File: config.mk
export PLATFORM = sky130hd
export DESIGN_NAME = cursor_ordered_list_engine
export DESIGN_NICKNAME = d
export VERILOG_FILES = /design/src/sv/cole_pkg.sv /design/src/sv/cole_store.sv /design/src/sv/cole_dp.sv /design/src/sv/cole_ctrl.sv /design/src/sv/cursor_ordered_list_engine.sv
export SDC_FILE = /design/constraint.sdc
export NUM_CORES = 2
export LEC_CHECK = 0
export BUFFER_PORTS_ARGS = -buffer_cell sky130_fd_sc_hd__buf_4
export CAP_MARGIN = 20
export CORE_ASPECT_RATIO = 1.25
export CORE_MARGIN = 3
export CORE_UTILIZATION = 35
export CTS_CLUSTER_SIZE = 8
export DETAILED_ROUTE_END_ITERATION = 10
export MAX_ROUTING_LAYER = met4
export PLACE_DENSITY = 0.5
export SLEW_MARGIN = 10
export SYNTH_ARGS = -nofsm -noshare
export SYNTH_HDL_FRONTEND = slang
export SYNTH_SLANG_ARGS = --single-unit
export TNS_END_PERCENT = 30
File: constraint.sdc
create_clock -name clk -period 5.45 [get_ports clk]
set_input_delay 1.09 -clock clk [delete_from_list [all_inputs] [get_ports clk]]
set_output_delay 1.09 -clock clk [all_outputs]
set_load 0.03 [all_outputs]
File: src/sv/cole_pkg.sv
package cole_pkg;

    localparam int ITEM_W    = 32;
    localparam int SUM_W     = 37;
    localparam int IDX_W     = 5;
    localparam int CMD_W     = 4;
    localparam int OUT_CNT_W = 6;

    typedef enum logic [CMD_W-1:0] {
        CMD_START      = 4'd0,
        CMD_END        = 4'd1,
        CMD_ADVANCE    = 4'd2,
        CMD_RETREAT    = 4'd3,
        CMD_INSERT     = 4'd4,
        CMD_ATTACH     = 4'd5,
        CMD_REMOVE_CUR = 4'd6,
        CMD_INS_FRONT  = 4'd7,
        CMD_ATT_BACK   = 4'd8,
        CMD_REM_FRONT  = 4'd9,
        CMD_READ_INDEX = 4'd10
    } cmd_t;

    typedef enum logic [1:0] {
        ERR_OK     = 2'd0,
        ERR_FULL   = 2'd1,
        ERR_NO_CUR = 2'd2,
        ERR_RANGE  = 2'd3
    } err_t;

    typedef enum logic [2:0] {
        CUR_HOLD,
        CUR_ZERO,
        CUR_LAST,
        CUR_INC,
        CUR_DEC
    } cur_op_t;

    typedef enum logic [1:0] {
        POS_CURSOR,
        POS_AFTER,
        POS_ZERO,
        POS_COUNT
    } pos_sel_t;

    typedef enum logic [1:0] {
        RD_PTR,
        RD_CURSOR,
        RD_INDEX
    } rd_src_t;

    typedef enum logic [3:0] {
        S_IDLE,
        S_DEC,
        S_SHUP,
        S_UP_DRAIN,
        S_PUT,
        S_TAKE,
        S_SHDN,
        S_DN_DRAIN,
        S_READ,
        S_CAP
    } state_t;

    typedef struct packed {
        logic     latch;
        logic     err_load;
        err_t     err_code;
        cur_op_t  cur_op;
        pos_sel_t pos_sel;
        logic     setup_up;
        logic     setup_dn;
        logic     shift_up;
        logic     take;
        logic     shift_dn;
        logic     put;
        logic     cnt_dec;
        rd_src_t  rd_src;
        logic     by_index;
        logic     load_out;
    } dp_cmd_t;

    typedef struct packed {
        logic [CMD_W-1:0] cmd;
        logic             cnt_zero;
        logic             cur_valid;
        logic             cur_zero;
        logic             full;
        logic             idx_ok;
        logic             pos_at_end;
        logic             up_last;
        logic             dn_last;
        logic             out_busy;
    } dp_stat_t;

endpackage

File: src/sv/cole_store.sv
module cole_store
    import cole_pkg::*;
#(
    parameter int DEPTH = 32
)
(
    input  logic                     clk,
    input  logic                     we,
    input  logic [$clog2(DEPTH)-1:0] wr_addr,
    input  logic [ITEM_W-1:0]        wr_data,
    input  logic [$clog2(DEPTH)-1:0] rd_addr,
    output logic [ITEM_W-1:0]        rd_data
);

    logic [ITEM_W-1:0] mem [DEPTH];
    logic [ITEM_W-1:0] rd_data_reg;

    always_ff @(posedge clk)
    begin
        if (we)
        begin
            mem[wr_addr] <= wr_data;
        end
    end

    always_ff @(posedge clk)
    begin
        rd_data_reg <= mem[rd_addr];
    end

    assign rd_data = rd_data_reg;

endmodule

File: src/sv/cole_dp.sv
module cole_dp
    import cole_pkg::*;
#(
    parameter int CAPACITY_ITEMS = 32
)
(
    input  logic                 clk,
    input  logic                 rst_n,
    input  logic [CMD_W-1:0]     cmd,
    input  logic [ITEM_W-1:0]    value,
    input  logic [IDX_W-1:0]     index,
    input  dp_cmd_t              ctl,
    output dp_stat_t             st,
    output logic                 out_valid,
    input  logic                 out_ready,
    output logic [ITEM_W-1:0]    item,
    output logic [OUT_CNT_W-1:0] count,
    output logic [OUT_CNT_W-1:0] cursor,
    output logic                 cursor_valid,
    output logic [SUM_W-1:0]     total,
    output logic [1:0]           error
);

    localparam int ADDR_W = $clog2(CAPACITY_ITEMS);
    localparam int CNT_W  = $clog2(CAPACITY_ITEMS + 1);
    localparam int CMP_W  = (CNT_W > IDX_W) ? CNT_W : IDX_W;
    localparam int OUT_W  = (CNT_W > OUT_CNT_W) ? CNT_W : OUT_CNT_W;

    logic [CMD_W-1:0]     cmd_reg;
    logic [ITEM_W-1:0]    val_reg;
    logic [IDX_W-1:0]     idx_reg;
    err_t                 err_reg;
    logic [CNT_W-1:0]     count_reg, count_next;
    logic [CNT_W-1:0]     cursor_reg, cursor_next;
    logic [SUM_W-1:0]     sum_reg, sum_next;
    logic [ADDR_W-1:0]    ptr_reg, ptr_next;
    logic [ADDR_W-1:0]    wptr_reg, wptr_next;
    logic [ADDR_W-1:0]    pos_reg;
    logic                 pend_reg;
    logic                 sub_reg;

    logic                 out_valid_reg;
    logic [ITEM_W-1:0]    out_item_reg;
    logic [OUT_CNT_W-1:0] out_count_reg;
    logic [OUT_CNT_W-1:0] out_cursor_reg;
    logic                 out_cv_reg;
    logic [SUM_W-1:0]     out_total_reg;
    err_t                 out_err_reg;

    logic [OUT_W-1:0]     cnt_ext, cur_ext;
    logic [CMP_W-1:0]     idx_cmp, cnt_cmp;
    logic [CNT_W-1:0]     cnt_m1, pos_wide, ptr_ext;
    logic [ADDR_W-1:0]    pos_calc;
    logic                 cur_valid, idx_ok, item_ok;
    logic [SUM_W-1:0]     val_sx, rd_sx;

    logic                 we;
    logic [ADDR_W-1:0]    wr_addr, rd_addr;
    logic [ITEM_W-1:0]    wr_data, rd_data;

    cole_store #(
        .DEPTH(CAPACITY_ITEMS)
    ) u_store (
        .clk    (clk),
        .we     (we),
        .wr_addr(wr_addr),
        .wr_data(wr_data),
        .rd_addr(rd_addr),
        .rd_data(rd_data)
    );

    assign cnt_ext   = OUT_W'(count_reg);
    assign cur_ext   = OUT_W'(cursor_reg);
    assign idx_cmp   = CMP_W'(idx_reg);
    assign cnt_cmp   = CMP_W'(count_reg);
    assign cur_valid = cursor_reg < count_reg;
    assign idx_ok    = idx_cmp < cnt_cmp;
    assign cnt_m1    = count_reg - CNT_W'(1);
    assign ptr_ext   = CNT_W'(ptr_reg);
    assign val_sx    = {{(SUM_W-ITEM_W){val_reg[ITEM_W-1]}}, val_reg};
    assign rd_sx     = {{(SUM_W-ITEM_W){rd_data[ITEM_W-1]}}, rd_data};
    assign item_ok   = ctl.by_index ? idx_ok : cur_valid;

    always_comb
    begin
        case (ctl.pos_sel)
            POS_CURSOR: pos_wide = cursor_reg;
            POS_AFTER:  pos_wide = cursor_reg + CNT_W'(1);
            POS_ZERO:   pos_wide = '0;
            POS_COUNT:  pos_wide = count_reg;
            default:    pos_wide = '0;
        endcase
    end

    assign pos_calc = pos_wide[ADDR_W-1:0];

    always_comb
    begin
        st.cmd        = cmd_reg;
        st.cnt_zero   = count_reg == '0;
        st.cur_valid  = cur_valid;
        st.cur_zero   = cursor_reg == '0;
        st.full       = count_reg == CNT_W'(CAPACITY_ITEMS);
        st.idx_ok     = idx_ok;
        st.pos_at_end = pos_wide == count_reg;
        st.up_last    = ptr_reg == pos_reg;
        st.dn_last    = (ptr_ext + CNT_W'(1)) == count_reg;
        st.out_busy   = out_valid_reg && !out_ready;
    end

    // write port: shifted entry in the cycle after its read, or the new item
    assign we      = pend_reg || ctl.put;
    assign wr_addr = ctl.put ? pos_reg : wptr_reg;
    assign wr_data = ctl.put ? val_reg : rd_data;

    always_comb
    begin
        case (ctl.rd_src)
            RD_PTR:    rd_addr = ptr_reg;
            RD_CURSOR: rd_addr = cursor_reg[ADDR_W-1:0];
            RD_INDEX:  rd_addr = idx_cmp[ADDR_W-1:0];
            default:   rd_addr = ptr_reg;
        endcase
    end

    always_comb
    begin
        count_next = count_reg;
        if (ctl.put)
        begin
            count_next = count_reg + CNT_W'(1);
        end
        else if (ctl.cnt_dec)
        begin
            count_next = cnt_m1;
        end

        cursor_next = cursor_reg;
        if (ctl.put)
        begin
            cursor_next = CNT_W'(pos_reg);
        end
        else
        begin
            case (ctl.cur_op)
                CUR_HOLD: cursor_next = cursor_reg;
                CUR_ZERO: cursor_next = '0;
                CUR_LAST: cursor_next = cnt_m1;
                CUR_INC:  cursor_next = cursor_reg + CNT_W'(1);
                CUR_DEC:  cursor_next = cursor_reg - CNT_W'(1);
                default:  cursor_next = cursor_reg;
            endcase
        end

        sum_next = sum_reg;
        if (ctl.put)
        begin
            sum_next = sum_reg + val_sx;
        end
        else if (sub_reg)
        begin
            sum_next = sum_reg - rd_sx;
        end

        ptr_next  = ptr_reg;
        wptr_next = wptr_reg;
        if (ctl.setup_up)
        begin
            ptr_next = cnt_m1[ADDR_W-1:0];
        end
        else if (ctl.setup_dn)
        begin
            ptr_next = pos_calc;
        end
        else if (ctl.shift_up)
        begin
            ptr_next  = ptr_reg - ADDR_W'(1);
            wptr_next = ptr_reg + ADDR_W'(1);
        end
        else if (ctl.shift_dn)
        begin
            ptr_next  = ptr_reg + ADDR_W'(1);
            wptr_next = ptr_reg - ADDR_W'(1);
        end
        else if (ctl.take)
        begin
            ptr_next = ptr_reg + ADDR_W'(1);
        end
    end

    always_ff @(posedge clk or negedge rst_n)
    begin
        if (!rst_n)
        begin
            count_reg     <= '0;
            cursor_reg    <= '0;
            sum_reg       <= '0;
            pend_reg      <= 1'b0;
            sub_reg       <= 1'b0;
            out_valid_reg <= 1'b0;
        end
        else
        begin
            count_reg  <= count_next;
            cursor_reg <= cursor_next;
            sum_reg    <= sum_next;
            pend_reg   <= ctl.shift_up || ctl.shift_dn;
            sub_reg    <= ctl.take;
            if (ctl.load_out)
            begin
                out_valid_reg <= 1'b1;
            end
            else if (out_ready)
            begin
                out_valid_reg <= 1'b0;
            end
        end
    end

    always_ff @(posedge clk)
    begin
        ptr_reg  <= ptr_next;
        wptr_reg <= wptr_next;
        if (ctl.latch)
        begin
            cmd_reg <= cmd;
            val_reg <= value;
            idx_reg <= index;
        end
        if (ctl.err_load)
        begin
            err_reg <= ctl.err_code;
        end
        if (ctl.setup_up || ctl.setup_dn)
        begin
            pos_reg <= pos_calc;
        end
        if (ctl.load_out)
        begin
            out_item_reg   <= item_ok ? rd_data : '0;
            out_count_reg  <= cnt_ext[OUT_CNT_W-1:0];
            out_cursor_reg <= cur_ext[OUT_CNT_W-1:0];
            out_cv_reg     <= cur_valid;
            out_total_reg  <= sum_reg;
            out_err_reg    <= err_reg;
        end
    end

    assign out_valid    = out_valid_reg;
    assign item         = out_item_reg;
    assign count        = out_count_reg;
    assign cursor       = out_cursor_reg;
    assign cursor_valid = out_cv_reg;
    assign total        = out_total_reg;
    assign error        = out_err_reg;

endmodule

File: src/sv/cole_ctrl.sv
module cole_ctrl
    import cole_pkg::*;
(
    input  logic     clk,
    input  logic     rst_n,
    input  logic     in_valid,
    output logic     in_ready,
    input  dp_stat_t st,
    output dp_cmd_t  ctl
);

    state_t state_reg, state_next;
    logic   by_index;

    assign by_index = st.cmd == CMD_READ_INDEX;

    always_ff @(posedge clk or negedge rst_n)
    begin
        if (!rst_n)
        begin
            state_reg <= S_IDLE;
        end
        else
        begin
            state_reg <= state_next;
        end
    end

    always_comb
    begin
        state_next   = state_reg;
        in_ready     = 1'b0;
        ctl          = '0;
        ctl.err_code = ERR_OK;
        ctl.cur_op   = CUR_HOLD;
        ctl.pos_sel  = POS_CURSOR;
        ctl.rd_src   = RD_PTR;
        ctl.by_index = by_index;

        case (state_reg)
            S_IDLE:
            begin
                in_ready = 1'b1;
                if (in_valid)
                begin
                    ctl.latch  = 1'b1;
                    state_next = S_DEC;
                end
            end

            S_DEC:
            begin
                ctl.err_load = 1'b1;
                state_next   = S_READ;
                case (st.cmd)
                    CMD_START:
                    begin
                        if (!st.cnt_zero)
                        begin
                            ctl.cur_op = CUR_ZERO;
                        end
                    end
                    CMD_END:
                    begin
                        if (!st.cnt_zero)
                        begin
                            ctl.cur_op = CUR_LAST;
                        end
                    end
                    CMD_ADVANCE:
                    begin
                        if (st.cur_valid)
                        begin
                            ctl.cur_op = CUR_INC;
                        end
                        else
                        begin
                            ctl.err_code = ERR_NO_CUR;
                        end
                    end
                    CMD_RETREAT:
                    begin
                        if (!st.cur_zero)
                        begin
                            ctl.cur_op = CUR_DEC;
                        end
                    end
                    CMD_INSERT, CMD_ATTACH, CMD_INS_FRONT, CMD_ATT_BACK:
                    begin
                        if (st.cmd == CMD_INSERT)
                        begin
                            ctl.pos_sel = st.cur_valid ? POS_CURSOR : POS_COUNT;
                        end
                        else if (st.cmd == CMD_ATTACH)
                        begin
                            ctl.pos_sel = st.cur_valid ? POS_AFTER : POS_COUNT;
                        end
                        else if (st.cmd == CMD_INS_FRONT)
                        begin
                            ctl.pos_sel = POS_ZERO;
                        end
                        else
                        begin
                            ctl.pos_sel = POS_COUNT;
                        end
                        if (st.full)
                        begin
                            ctl.err_code = ERR_FULL;
                        end
                        else
                        begin
                            ctl.setup_up = 1'b1;
                            state_next   = st.pos_at_end ? S_PUT : S_SHUP;
                        end
                    end
                    CMD_REMOVE_CUR:
                    begin
                        ctl.pos_sel = POS_CURSOR;
                        if (st.cur_valid)
                        begin
                            ctl.setup_dn = 1'b1;
                            state_next   = S_TAKE;
                        end
                        else
                        begin
                            ctl.err_code = ERR_NO_CUR;
                        end
                    end
                    CMD_REM_FRONT:
                    begin
                        ctl.pos_sel = POS_ZERO;
                        if (st.cnt_zero)
                        begin
                            ctl.err_code = ERR_NO_CUR;
                        end
                        else
                        begin
                            ctl.cur_op   = CUR_ZERO;
                            ctl.setup_dn = 1'b1;
                            state_next   = S_TAKE;
                        end
                    end
                    CMD_READ_INDEX:
                    begin
                        if (!st.idx_ok)
                        begin
                            ctl.err_code = ERR_RANGE;
                        end
                    end
                    default:
                    begin
                        ctl.err_code = ERR_OK;
                    end
                endcase
            end

            S_SHUP:
            begin
                ctl.shift_up = 1'b1;
                ctl.rd_src   = RD_PTR;
                if (st.up_last)
                begin
                    state_next = S_UP_DRAIN;
                end
            end

            S_UP_DRAIN:
            begin
                state_next = S_PUT;
            end

            S_PUT:
            begin
                ctl.put    = 1'b1;
                state_next = S_READ;
            end

            S_TAKE:
            begin
                ctl.take   = 1'b1;
                ctl.rd_src = RD_PTR;
                state_next = st.dn_last ? S_DN_DRAIN : S_SHDN;
            end

            S_SHDN:
            begin
                ctl.shift_dn = 1'b1;
                ctl.rd_src   = RD_PTR;
                if (st.dn_last)
                begin
                    state_next = S_DN_DRAIN;
                end
            end

            S_DN_DRAIN:
            begin
                ctl.cnt_dec = 1'b1;
                state_next  = S_READ;
            end

            S_READ:
            begin
                ctl.rd_src = by_index ? RD_INDEX : RD_CURSOR;
                state_next = S_CAP;
            end

            S_CAP:
            begin
                ctl.rd_src = by_index ? RD_INDEX : RD_CURSOR;
                if (!st.out_busy)
                begin
                    ctl.load_out = 1'b1;
                    state_next   = S_IDLE;
                end
            end

            default:
            begin
                state_next = S_IDLE;
            end
        endcase
    end

endmodule

File: src/sv/cursor_ordered_list_engine.sv
// Bounded ordered list of signed 32-bit items with a cursor, held in a single-port-write,
// single-port-read memory of CAPACITY_ITEMS entries. One command is taken at a time and
// gives exactly one result transaction. Cursor moves, reads by index, and any command
// that ends in an error move no entries; an insert moves the held entries from its
// position on up by one place, and a remove moves the count - position - 1 entries
// after it down by one place. Shifting runs at one entry per cycle through the memory's
// registered read port, and the next command can be taken as soon as the result is
// registered, even while that result is still waiting to be taken.
module cursor_ordered_list_engine
    import cole_pkg::*;
#(
    parameter int CAPACITY_ITEMS = 32
)
(
    input  logic                 clk,
    input  logic                 rst_n,
    input  logic                 in_valid,
    output logic                 in_ready,
    input  logic [CMD_W-1:0]     cmd,
    input  logic [ITEM_W-1:0]    value,
    input  logic [IDX_W-1:0]     index,
    output logic                 out_valid,
    input  logic                 out_ready,
    output logic [ITEM_W-1:0]    item,
    output logic [OUT_CNT_W-1:0] count,
    output logic [OUT_CNT_W-1:0] cursor,
    output logic                 cursor_valid,
    output logic [SUM_W-1:0]     total,
    output logic [1:0]           error
);

    dp_cmd_t  ctl;
    dp_stat_t st;

    cole_ctrl u_ctrl (
        .clk     (clk),
        .rst_n   (rst_n),
        .in_valid(in_valid),
        .in_ready(in_ready),
        .st      (st),
        .ctl     (ctl)
    );

    cole_dp #(
        .CAPACITY_ITEMS(CAPACITY_ITEMS)
    ) u_dp (
        .clk         (clk),
        .rst_n       (rst_n),
        .cmd         (cmd),
        .value       (value),
        .index       (index),
        .ctl         (ctl),
        .st          (st),
        .out_valid   (out_valid),
        .out_ready   (out_ready),
        .item        (item),
        .count       (count),
        .cursor      (cursor),
        .cursor_valid(cursor_valid),
        .total       (total),
        .error       (error)
    );

    a_one_at_a_time: assert property (@(posedge clk) disable iff (!rst_n)
        (in_valid && in_ready) |=> !in_ready)
        else $error("second transaction taken while a command is in progress");

    a_cursor_bound: assert property (@(posedge clk) disable iff (!rst_n)
        (out_valid && (CAPACITY_ITEMS < 64)) |-> (cursor <= count))
        else $error("cursor beyond item count");

    a_full_count: assert property (@(posedge clk) disable iff (!rst_n)
        (out_valid && (error == ERR_FULL)) |-> (count == OUT_CNT_W'(CAPACITY_ITEMS)))
        else $error("list full reported below capacity");

    a_no_item_zero: assert property (@(posedge clk) disable iff (!rst_n)
        (out_valid && ((error == ERR_RANGE) || (!cursor_valid && (error == ERR_NO_CUR))))
        |-> (item == '0))
        else $error("item not zero when nothing was read");

endmodule
-- After elaboration in Yosys (flattened, before gate mapping)
Memory sizes are Yosys's and may differ from the RTL's. A register that Yosys moved wholly into a read port is not among the register bits.
Cells that the tools add are included.
W data, S select, Z words.
- add/subtract/negate cells: 9
- multiply operators: 0
- div/mod/pow operators: 0
- $lt $le $gt $ge: 2
- eq/ne operators: 36
- shift-type cells: 0
- mux-type cells: 67
- bitwise logic cells: 2
- reduce and logical (&&, ||, !) cells: 23
- operators with widths (kind ; number):
    $mux W37 ; 2
    $pmux W6 S4 ; 2
    $mux W5 ; 8
    $add A37 B37 Y37 ; 1
    $sub A37 B37 Y37 ; 1
    $pmux W4 S9 ; 1
    $eq A4 B3 Y1 const B ; 8
    $mux W32 ; 1
    $mux W4 ; 7
    $mux W1 ; 23
    $mux W2 ; 11
    $eq A4 B4 Y1 const B ; 5
    $mux W6 ; 3
    $eq A4 B2 Y1 const B ; 4
    $add A6 B1 Y6 const B ; 2
    $eq A6 B6 Y1 ; 2
    $logic_not A6 Y1 ; 2
    $pmux W3 S4 ; 1
    $pmux W4 S3 ; 1
    $sub A6 B1 Y6 const B ; 2
    $mux W10 ; 1
    $pmux W5 S2 ; 1
    $reduce_bool A5 Y1 ; 2
    $eq A4 B1 Y1 const B ; 2
    other kinds (29) ; 46
- register bits: 198
- bits in latches: 0
- memory bits (writable): 1024
- memory bits (read-only): 0
- output and inout port bits: 86
- word-level logic and storage cells: 160
- memories: 1
- memories (name ; words ; width ; read ports ; clocked after Yosys merged registers in ; write ports ; line ; text):
    u_dp.u_store.mem ; 32 ; 32 ; 1 ; 1 ; 1 ; cole_store.sv:15 ; logic [ITEM_W-1:0] mem [DEPTH];

-- Logic depth before layout (Yosys ltp)
- word-level depth: 13
- gate-level depth with buffers: 20
- mapped depth without buffers: 19

-- Cells and area by module
From an unflattened synthesis, not the netlist that was laid out.
- cells, all modules: 3481
- area total of the unflattened synthesis: 52346.5 µm²
- modules (own cells, without submodules) (module ; times used ; cells an instance ; area each (µm²) ; seq. area each (µm²)):
    cole_store ; 1 ; 2260 ; 40492.6 ; 31390.1
    cole_dp ; 1 ; 1121 ; 11170.7 ; 5565.3
    cole_ctrl ; 1 ; 100 ; 683.2 ; 100.1

-- Least setup slack after synthesis
OpenSTA, ideal clock, no wires.
- path type: input to register
- from: in out_ready
- to: reg u_dp.out_count_reg[0], in the netlist u_dp.count[0] (enable)
- arrival time: 4962 ps
- slack: -47 ps
- stages: 2
- cell sequence: nand2b_1 > nor2b_1
- RTL lines (item ; line ; text):
    start, declared ; cursor_ordered_list_engine.sv:23 ; input logic out_ready,
    end signal, assigned ; cole_dp.sv:241 ; out_count_reg <= cnt_ext[OUT_CNT_W-1:0];
    end, declared ; cole_dp.sv:44 ; logic [OUT_CNT_W-1:0] out_count_reg;

-- Final worst setup path
- from: reg u_dp.u_store.rd_data_reg[1], in the netlist u_dp.u_store.rd_data[1] (read register of u_dp.u_store.mem)
- to: reg u_dp.sum_reg[34]
- word-level cells in the longest chain between the ends: 3
- ends and longest elaborated chain (item ; line ; text):
    start, declared ; cole_store.sv:16 ; logic [ITEM_W-1:0] rd_data_reg;
    $sub A37 B37 Y37 ; cole_dp.sv:162 ; sum_next = sum_reg - rd_sx;
    $mux W37 ; cole_dp.sv:160 ; else if (sub_reg)
    $mux W37 ; cole_dp.sv:156 ; if (ctl.put)
    end signal, assigned ; cole_dp.sv:206 ; sum_reg <= sum_next;
    end, declared ; cole_dp.sv:35 ; logic [SUM_W-1:0] sum_reg, sum_next;
Every way passes these cells. The select of a mux whose other input is x is not followed.
A chain may end at the register's enable or synchronous reset.

==> qor.txt <==
Worst-Skew Late Latency -> 0.79 ns
fin crit share -> 91.3%
clk sinks -> 1254
Setup Skew -> 0.0304 ns
count of pins over their slew limit -> 0
Post-synth ARST share -> 4.47%
max_cap viols -> 0
overall routing resource usage -> 19.7%
Post-Syn Instances -> 2936
Syn Std Cell Area -> 0.0518 sq mm
final instance area -> 0.0611 sq mm
placer congestion estimate -> 0.890
P per Cell Area -> 644 mW/mm^2
Fin Setup TNS -> 0 ns
CP Capture Type -> flop
TritonCTS buffer count -> 174
HPWL after DPL -> 87800 um
root buffer cell -> clkbuf_16
placed cell area -> 0.0556 sq mm
Post-CTS Setup Inserts -> 0
grt ovf -> 0
Synth Flop Type -> edfxtp_1
die area -> 0.153 sq mm
DRC -> 0
final hold vios -> 0
Final Util -> 41.6%
Starting Density -> 35.3%
Final Critical Period -> 4.98 ns
#FFs+latches synth -> 1254
RSZ-0062 raised after global routing -> false
fmax -> 0.201 GHz
Worst Path Arrival -> 5.66 ns
sequential-to-total area share from yosys stat -> 71.6%
status -> finished, final reports clean
clock-pin slew on the worst setup and hold paths -> 0.06 ns
Yosys warning count -> 0
initial drt markers -> 2295
vias post-DR -> 28.1k
worst slew pin tran -> 1.15 ns
row count -> 157
Final #Nets -> 3300
ratio of cells with drive above 1 in the final layout -> 24.9%
synth unique cells -> 85
CTS max path bufs -> 3
initial antenna violation count -> 1
critical path type -> flop to flop
antenna cells -> 0
P_leak -> 20.4 nW
Synth top area share -> 67.6%
final antenna-violating net count -> 0
Wirelength per Cell -> 27.9 um
Die W -> 350 um
final wirelength -> 145000 um
IO Pins -> 131
Syn Area/Cell -> 17.6 sq um
CTS Hold Buffers Added -> 0
CTS H-tree lvls -> 4
VDD IR max -> 0.000572 V
Largest register FFs -> 1024
drt via density -> 5.40
CTS tree -> built
Slew HR -> 23.3%
Startpoint Class -> flop
Area contributors post-synth -> edfxtp_1, mux4_2, dfrtp_1
# setup viols final -> 0
Port-buffer cells -> 130
area grow syn2layout -> 17.9%
DIE HEIGHT -> 436 um
DRT Pass-1 Iters -> 6
Crit path required time -> 6.13 ns
vias in the first global route -> 29.6k
number of gates resized after CTS -> 0
CP Max Fanout -> 7
core area -> 0.147 sq mm
largest area contributor in the netlist -> edfxtp_1
pin count of the biggest net entering global routing -> 129
EDFF count, synth -> 1166
first-pass GRT wire length -> 210000 um
syn_nets -> 3035
worst min-delay path class -> input pin to async pin
## synth_stat cells (10+ instances only)
| cell | count |
|---|---|
| o21ai_0 | 104 |
| edfxtp_1 | 1166 |
| mux2i_1 | 72 |
| nand2b_1 | 19 |
| mux4_2 | 256 |
| o31ai_1 | 12 |
| a31oi_1 | 10 |
| a21o_1 | 19 |
| xor2_1 | 36 |
| clkbuf_1 | 73 |
| and2_1 | 39 |
| nor2b_1 | 10 |
| o211ai_1 | 40 |
| o21a_1 | 10 |
| nor3_1 | 26 |
| buf_4 | 28 |
| xnor2_1 | 51 |
| dfxtp_1 | 32 |
| o21ai_1 | 36 |
| nor2_1 | 132 |
| ha_1 | 53 |
| nand2_1 | 235 |
| nand3_1 | 24 |
| a21oi_1 | 98 |
| inv_1 | 34 |
| buf_2 | 37 |
| dfrtp_1 | 56 |
| mux2_2 | 64 |
## cell usage in the layout (no fill, tap or decap), types with 26 or more instances in the layout
master,Yosys,layout
a21oi_1,98,97
and2_1,39,38
buf_4,28,195
clkbuf_1,73,80
clkbuf_16,0,179
dfrtp_1,56,56
dfxtp_1,32,32
edfxtp_1,1166,1166
ha_1,53,53
inv_1,34,34
mux2_2,64,64
mux2i_1,72,72
mux4_2,256,256
nand2_1,235,234
nor2_1,132,99
nor2_4,0,33
nor3_1,26,26
o211ai_1,40,40
o21ai_0,104,100
o21ai_1,36,35
xnor2_1,51,51
xor2_1,36,36
## power breakdown
group / leakage [nW] / internal, W / switching (W)
logic: 6.44 / 0.00635 / 0.00948
registers: 11.5 / 0.0128 / 0.000761
clock network: 2.39 / 0.00595 / 0.00401
total: 20.4 / 0.0251 / 0.0142
## final cells by class
type,count,area [sq um]
Inverter,35,131
Tap cell,1908,2390
Fill cell,12900,85700
Clock inverter,12,273
Multi-Input combinational cell,1502,14300
Timing Repair Buffer,234,2220
Sequential cell,1254,37100
Clock buffer,257,4730
## final timing paths
kind | startpoint | end | slack, ns | depth (start not counted)
max in group asynchronous | rst_n | u_dp.sum_reg[14] | 4.46 | 1
hold / removal | rst_n | u_dp.cur_ext[0] | 0.36 | 1
hold reg to reg | u_dp.err_reg[0] | u_dp.error[0] | 0.45 | 0
setup / recovery | u_dp.u_store.rd_data[1] | u_dp.sum_reg[34] | 0.47 | 17
setup reg to reg | u_dp.u_store.rd_data[1] | u_dp.sum_reg[34] | 0.47 | 17
min in group clk | u_dp.err_reg[0] | u_dp.error[0] | 0.45 | 0
## cell families (layout without fill, tap and decap cells)
family          after synthesis  count (layout)  share of synthesized area (%)
fa+ha+maj                    54              54                           1.32
mux                         397             397                           14.0
compound gates              407             407                           4.89
flops                      1254            1254                           71.6
xor+xnor                     87              87                           1.47
simple gates                557             557                           5.13
buf+inv                     180             538                           1.60
## per-stage QoR
| step | hold WS, ns | setup WS (ns) | instances | total power, W |
|---|---|---|---|---|
| 2_1_floorplan | 0.400 | 0.555 | 2936 | 0.0241 |
| 3_3_place_gp | 0.418 | 0.550 | 4911 | 0.0293 |
| 3_5_place_dp | 0.422 | 0.464 | 4912 | 0.0295 |
| 4_1_cts | 0.352 | 0.455 | 5181 | 0.0396 |
| 5_1_grt | 0.377 | 0.208 | 5202 | 0.0414 |
| 6_report | 0.365 | 0.475 | 5202 | 0.0393 |
## metal layers
| layer | vias up | track usage [%] | share of wire, % |
|---|---|---|---|
| met5 | - | - | 0 |
| met1 | 14800 | 24.4 | 41 |
| met4 | 0 | 5.77 | 2.6 |
| met2 | 885 | 33.3 | 52 |
| li1 | 12200 | - | - |
| met3 | 220 | 3.06 | 4.8 |
## critical path: stages (launching register included)
cell	delay [ns]
dfxtp_1	0.34
inv_1	0.10
ha_1	0.18
or3b_2	0.59
nor4_4	0.46
or2b_1	0.28
xnor2_1	0.12
o21ai_0	0.11
ha_1	0.42
and4_1	0.30
and2_1	0.17
a311oi_1	0.12
a21oi_2	0.33
nand3_1	0.16
a311oi_1	0.54
a41oi_1	0.24
nor2b_1	0.18
a22o_1	0.21
Power figures use the tool's default switching activity.
